`src/sv/ialloc_pkg.sv`:
```
package ialloc_pkg;

	localparam int MAX_INTERVALS = 16;
	localparam int IDX_W = $clog2(MAX_INTERVALS);
	localparam int CNT_W = $clog2(MAX_INTERVALS + 1);
	localparam logic [31:0] ID_MAX = 32'hFFFF_FFFF;

	// configuration register indexes
	localparam logic [1:0] REG_START_FILLED = 2'd0;
	localparam logic [1:0] REG_RANGE_LOW    = 2'd1;
	localparam logic [1:0] REG_RANGE_HIGH   = 2'd2;

	typedef enum logic [1:0] {
		CMD_TAKE_LOW = 2'd0,
		CMD_TAKE_ID  = 2'd1,
		CMD_GIVE     = 2'd2
	} cmd_t;

	typedef enum logic [1:0] {
		ST_OK           = 2'd0,
		ST_NOT_FREE     = 2'd1,
		ST_ALREADY_FREE = 2'd2,
		ST_FULL         = 2'd3
	} status_t;

	typedef enum logic [1:0] {
		S_IDLE,
		S_SCAN,
		S_EXEC
	} state_t;

	typedef enum logic [1:0] {
		SH_NONE,
		SH_REMOVE,
		SH_INSERT
	} shift_t;

	// controller -> datapath
	typedef struct packed {
		logic load;
		logic scan;
		logic exec;
	} ctrl_t;

	// datapath -> controller
	typedef struct packed {
		logic need_scan;
		logic scan_stop;
	} stat_t;

endpackage

```
`src/sv/ialloc_ctrl.sv`:
```
module ialloc_ctrl (
	input  logic             clk,
	input  logic             arst_n,
	input  logic             start,
	input  ialloc_pkg::stat_t st,
	output ialloc_pkg::ctrl_t ctl,
	output logic             busy
);
	import ialloc_pkg::*;

	state_t state_q, state_d;

	// state register
	always_ff @(posedge clk or negedge arst_n) begin
		if (!arst_n) state_q <= S_IDLE;
		else         state_q <= state_d;
	end

	// next state
	always_comb begin
		state_d = state_q;
		unique case (state_q)
			S_IDLE: if (start) state_d = S_SCAN;
			S_SCAN: if (!st.need_scan || st.scan_stop) state_d = S_EXEC;
			S_EXEC: state_d = S_IDLE;
			default: state_d = S_IDLE;
		endcase
	end

	// outputs
	always_comb begin
		ctl  = '0;
		busy = 1'b1;
		unique case (state_q)
			S_IDLE: begin
				busy     = 1'b0;
				ctl.load = start;
			end
			S_SCAN: ctl.scan = st.need_scan;
			S_EXEC: ctl.exec = 1'b1;
			default: ;
		endcase
	end

endmodule

```
`config.mk`:
```
export PLATFORM = sky130hd
export DESIGN_NAME = ialloc_ctrl
export DESIGN_NICKNAME = d
export VERILOG_FILES = /design/src/sv/ialloc_pkg.sv /design/src/sv/ialloc_ctrl.sv
export SDC_FILE = /design/constraint.sdc
export NUM_CORES = 1
export LEC_CHECK = 0
export ABC_AREA = 1
export BUFFER_PORTS_ARGS = -buffer_cell sky130_fd_sc_hd__buf_2
export CAP_MARGIN = 20
export CORE_AREA = 2 2 39 41
export CTS_CLUSTER_SIZE = 40
export DETAILED_ROUTE_END_ITERATION = 10
export DIE_AREA = 0 0 41 43
export PLACE_DENSITY_LB_ADDON = 0.25
export SYNTH_ARGS = -nofsm -noshare
export SYNTH_HDL_FRONTEND = slang
export SYNTH_SLANG_ARGS = --single-unit
export TNS_END_PERCENT = 10
```
`constraint.sdc`:
```
create_clock -name clk -period 1.4 [get_ports clk]
set_input_delay 0.21 -clock clk [delete_from_list [all_inputs] [get_ports clk]]
set_output_delay 0.21 -clock clk [all_outputs]
set_load 0.01 [all_outputs]
```
After elaboration in Yosys (flattened, before gate mapping)

Index checks and enable logic that the tools add are counted.

Reductions and logical operators: 4
Multiplexer cells: 7
Eq/ne operators: 4

Operator list:

| cell                 | number |
|---|---|
| $mux W1              | 4 |
| $mux W2              | 2 |
| $ne A2 B2 Y1 const B | 2 |
| $pmux W2 S2          | 1 |
| $eq A2 B1 Y1 const B | 1 |
| $eq A2 B2 Y1 const B | 1 |
| $logic_not A2 Y1     | 1 |
| $reduce_and A2 Y1    | 1 |
| $logic_not A1 Y1     | 1 |
| $logic_or A1 B1 Y1   | 1 |

Input port bits: 5
Flip-flop bits (word level): 2

Longest topological paths before layout

Gate-level depths: netlist of the first run.

Depth in word-level cells: 4
Mapped depth: 4
Gate-level depth less buffers: 4

Worst setup path after synthesis of the first run

No wires, ideal clock.

Path kind: flip-flop to output port
Start point: reg state_q[1]
End point: out ctl[1] in the netlist's numbering
Cell stages (with the launch flop): 4
Arrival time: 687 ps
Required time: 1190 ps
Slack: 503 ps
Path through: dfrtp_1 nor2_2 inv_1 nor2_1

RTL lines:

| element                | RTL line          | text |
|---|---|---|
| start, declared        | ialloc_ctrl.sv:11 | `state_t state_q, state_d;` |
| start signal, assigned | ialloc_ctrl.sv:16 | `else state_q <= state_d;` |
| end, declared          | ialloc_ctrl.sv:6  | `output ialloc_pkg::ctrl_t ctl,` |

==> results of run 1 <==
-- power groups by stage --
stage,clock network (mW),registers [mW],logic (mW)
after CTS,0.140,0.0777,0.0878
after detailed placement,0,0.0783,0.0852
after floorplan,0,0.0776,0.0515
after global routing,0.137,0.0795,0.101
final,0.128,0.0778,0.0874
after global placement,0,0.0794,0.0860
-- final timing paths --
check | from | to | slack (ns)
min in group asynchronous | arst_n | state_q[0] | 0.31
hold / removal | st[0] | state_q[1] | 0.24
max in group asynchronous | arst_n | state_q[1] | 0.99
setup / recovery | state_q[0] | ctl[1] | 0.20
setup reg to reg | state_q[0] | state_q[1] | 0.68
hold reg to reg | state_q[1] | state_q[0] | 0.53
-- worst min-delay path: cells and delay by family --
family	cells	cell delay [ns]
AND/OR/NAND/NOR	2	0.14
buffers and inverters	1	0.08
-- cell type report --
cell class / instances / area share [%]
Clock buffer: 3 / 11.32
Timing Repair Buffer: 9 / 25.16
Inverter: 5 / 9.434
Tap cell: 16 / 10.06
Multi-Input combinational cell: 9 / 18.87
Sequential cell: 2 / 25.16
-- repair_timing --
action / CTS / global route
hold endpoints to repair: 2 / 0
resized for setup: 0 / 0
hold buffers: 1 / 0
endpoints found under the setup margin: 0 / 0
-- cell usage after synthesis --
| cell | count |
|---|---|
| nand3_1 | 1 |
| nand2_1 | 3 |
| nor2_1 | 4 |
| inv_2 | 1 |
| nor2_2 | 1 |
| inv_1 | 4 |
| dfrtp_1 | 2 |
-- through the flow --
step	std cells	cell area (um^2)
6_report	44	198.9
5_1_grt	44	198.9
4_1_cts	44	198.9
3_5_place_dp	40	166.4
3_3_place_gp	40	166.4
2_1_floorplan	16	106.4
-- kinds of logic after synthesis --
kind of cell | after synthesis | synth area share (%)
buf+inv | 5 | 17.64
flops | 2 | 47.06
simple gates | 9 | 35.29
-- per-layer routing --
metal,global-route usage (%),vias up,wire (um)
li1,-,69,-
met4,8.000,0,0
met1,6.774,31,165
met3,3.665,0,61
met2,2.813,9,83
met5,0,-,0
==> results.md, run 1 <==
* Distinct cells, synth at 7
* Final Max Slew Viols at 0
* Floorplan row count at 14
* Worst Setup End Kind: primary output
* Most frequent cells in the layout: buf_2 (8), inv_1 (4), nor2_1 (4)
* Critical path fanouts, max at 3
* Tightest Hold Check Type: input port to flip-flop
* Worst hold slack at 0.2450 ns
* WL final at 310 um
* Worst path max stage delay at 0.35 ns
* Worst-Skew Late Latency at 0.22 ns
* Setup_tns at 0 ns
* Reg with most FFs: state_q
* Starting Density at 7.685%
* Initial drt markers at 2
* Total CTS buffers at 3
* Synth Instances at 16
* Slowest stage cell, crit path: dfrtp_1
* Antenna diodes at 0
* Final nets at 35
* Logic gate share of total power at 29.8%
* Final WS setup at between 0.2 and 0.25 ns
* Vias at 109
* CP Depth at 5
* CTS tree: yes
* Initial antenna violation count at 0
* RSZ-0062 raised after global routing: false
* Pwr dens at 1473 nW/um^2
* All-Layer GR Usage at 4.925%
* Synth Warn # at 0
* Clk buf depth at 2
* Share of total power in sequential cells at 26.6%
* Antenna viol nets, final at 0
* Fill count at 152
* Rel. slew slack at 90.94%
* Pin slew with the least headroom to its limit at 0.1354 ns
* Core area at 1384 um^2
* Max Freq at between 0.8 and 0.9 GHz
* Max Cap Viol at 0
* Utilization after layout at between 10% and 20%
* Die ar. at 1763 um^2
* Synthesized area at ~110 um^2
* Layout cells sized above 1 at between 40 and 50%
* R2R cell count at 4
* Clock power frac at 43.6%
* Status: finished clean
* Setup WS pre-CTS at 0.4324 ns
* I/O pins at 9
* Syn nets at 21
* Startpoint types: flip-flop
* DR DRC count at 0
* RePlAce Congestion at ~0.66
* Switching share of power at 31.64%
* Biggest regs: state_q x2
* Largest net degree at the start of global routing at 4
* Post-synthesis register bit count at 2
* Commonest non-fill, non-tap cell in the layout: buf_2
* Max reg flops at 2
* Peak VDD IR at 0.3718 mV
* Leak pwr at 0.1241 nW
* Vias in the first global route at 118
* Routed vias/inst at about 2.5
* CTS Sinks at 2
* WHS Path Cells at 3
* H-tree levels at 1
* Area added between synthesis and finish at 87.06%
* Root Driver: clkbuf_4
* CP top delay family: flip-flops
* # setup viols final at 0
* Post-CTS setup buffer count at 0
* Post-synth top area share at 47.06%
* P_int at 200.4 uW
* Port bufs at 8
* Arr. time, crit path at 0.99 ns
* DR WL/cell at just over 7 um
* Sw power at around 90 uW
* Clock-pin slew on the worst setup and hold paths at 0.03 ns
* First-pass GRT wire length at 455 um
* Clk_skew at 0.001517 ns
* CP Buf/Inv Count at 3
* Die W at 41 um
* Pre-antenna DRT Iters at 2
* GRT overflow at 0
* Hpwl dp at 226.3 um
* Final period util at 85.71%
* Die height at 43 um
* Hold Fails Final Rpt at 0
* Register area share after synthesis at 47.06%
* Worst-path cell chain: inv_2 -> nor2_2 -> inv_1 -> nor2_1 -> buf_2
* Multi-input logic area at 37.54 um^2
* FF/Latch Area at around 50 um^2
* WP data required at around 1.2 ns
* Yosys top cell by area: dfrtp_1
* Mapped Avg Cell Area at 6.647 um^2
* Setup CP Type: flip-flop to primary output
* Top cells by area, synth: dfrtp_1 (47%), inv_1 (14%), nor2_1 (14%), nand2_1 (11%), nor2_2 (5.9%)
* Tmin final at 1.200 ns
* Tot Pwr at 293.1 uW
Note: power is estimated with default switching activity, not from simulation.
==> run 2: changes to the inputs <==
CTS_BUF_LIST = sky130_fd_sc_hd__clkbuf_4 sky130_fd_sc_hd__clkbuf_8   (was not set)
HOLD_SLACK_MARGIN = 0.1   (was not set)
PLACE_DENSITY = 0.3   (was not set)
PLACE_DENSITY_LB_ADDON = not set   (was 0.25)
==> results.md, run 2 (synthesis gave the netlist of run 1 again) <==
* Status: finished clean
* Max reg flops at 2
* DR WL/cell at roughly 6.8 um
* Routed vias/inst at 2.727
* RePlAce Congestion at 0.5551
* Most frequent cells in the layout: buf_2 (8), inv_1 (4), nor2_1 (4)
* Clk_skew at 0.002810 ns
* # setup viols final at 0
* Die W at 41 um
* I/O pins at 9
* CTS Sinks at 2
* All-Layer GR Usage at a little over 5%
* Logic gate share of total power at 29.8%
* Leak pwr at 0.1241 nW
* Final nets at 35
* Setup_tns at 0 ns
* Hpwl dp at 213.7 um
* Switching share of power at 31.55%
* Share of total power in sequential cells at between 20% and 30%
* Layout cells sized above 1 at 46.43%
* Commonest non-fill, non-tap cell in the layout: buf_2
* DR DRC count at 0
* Root Driver: clkbuf_4
* Die height at 43 um
* Initial drt markers at 2
* Worst-Skew Late Latency at 0.22 ns
* Core area at 1384 um^2
* Tmin final at 1.198 ns
* GRT overflow at 0
* Final Max Slew Viols at 0
* CTS tree: yes
* P_int at between 200 and 250 uW
* Hold Fails Final Rpt at 0
* Antenna diodes at 0
* Port bufs at 8
* H-tree levels at 1
* Antenna viol nets, final at 0
* Largest net degree at the start of global routing at 4
* Die ar. at about 1800 um^2
* Area added between synthesis and finish at 87.06%
* Reg with most FFs: state_q
* Post-CTS setup buffer count at 0
* WL final at 297 um
* WP data required at 1.19 ns
* Max Freq at 0.8345 GHz
* Worst hold slack at 0.2411 ns
* Startpoint types: flip-flop
* Vias in the first global route at approximately 110
* Initial antenna violation count at 0
* Reg2reg setup slack at 0.69 ns
* Critical path fanouts, max at 2
* Clk buf depth at 2
* Post-route cell area at 198.9 um^2
* Peak VDD IR at 0.3048 mV
* First-pass GRT wire length at ~490 um
* Floorplan row count at 14
* Sw power at 92.36 uW
* Pwr dens at between 1000 and 1500 nW/um^2
* Rel. slew slack at 91.05%
* Arr. time, crit path at 0.99 ns
* Clock-pin slew on the worst setup and hold paths at 0.03 ns
* Starting Density at 7.685%
* Setup CP Type: flip-flop to primary output
* Worst Setup End Kind: primary output
* Total CTS buffers at 3
* RSZ-0062 raised after global routing: false
* Vias at 120
* Pre-antenna DRT Iters at 2
* Clock power frac at 43.7%
* Pin slew with the least headroom to its limit at 0.1338 ns
* Tightest Hold Check Type: input port to flip-flop
* Biggest regs: state_q x2
* Placement Cell Area at 166.4 um^2
* Final period util at 85.59%
* Max Cap Viol at 0
-- run 2: worst paths after layout --
path / start / endpoint / cells after the start
worst max-delay path: state_q[1] / ctl[1] / 4
worst min-delay path: st[0] / state_q[0] / 4
worst max register to register: state_q[0] / state_q[1] / 4
worst min register to register: state_q[1] / state_q[0] / 3
max in group asynchronous: arst_n / state_q[1] / 2
min in group asynchronous: arst_n / state_q[0] / 2
-- run 2: layout make-up --
type / instances / area (um^2)
clock buffers: 3 / 22.52
fillers: 159 / 1185
inverters: 5 / 18.77
multi-input cells: 9 / 37.54
flip-flops and latches: 2 / 50.05
well taps: 16 / 20.02
repair buffers: 9 / 50.05
-- run 2: layer usage --
metal | up-vias | wire length (um) | global-route usage, %
met5 | - | 0 | 0
met4 | 0 | 6 | 6.000
met3 | 2 | 46 | 6.283
met2 | 9 | 81 | 3.125
met1 | 41 | 162 | 6.431
li1 | 68 | - | -
-- run 2: per-stage QoR --
stage	std cells	total power, mW	utilization [%]	setup slack, ns
after floorplan	16	0.1291	-	0.5029
after global placement	40	0.1621	12.03	0.4477
after detailed placement	40	0.1639	12.03	0.4275
after CTS	44	0.3054	14.38	0.1741
after global routing	44	0.3176	14.38	0.1282
final	44	0.2928	14.38	0.2017
-- run 2: power by group through the flow --
stage	Sequential (mW)	Combinational (mW)	Clock, mW
CTS	0.0778	0.0882	0.139
detailed placement	0.0784	0.0855	0
global route	0.0793	0.0988	0.140
global placement	0.0782	0.0839	0
finish	0.0775	0.0874	0.128
floorplan	0.0776	0.0515	0
-- run 2: timing repair --
item,in CTS,in global routing
endpoints found under the hold margin,2,0
gates resized for setup,0,0
hold buffers,1,0
-- run 2: worst max-delay path, cell delays in order, from the launching register on --
cell and delay [ns]:
dfrtp_1 0.37, nor2_2 0.12, inv_1 0.06, nor2_1 0.08, buf_2 0.13
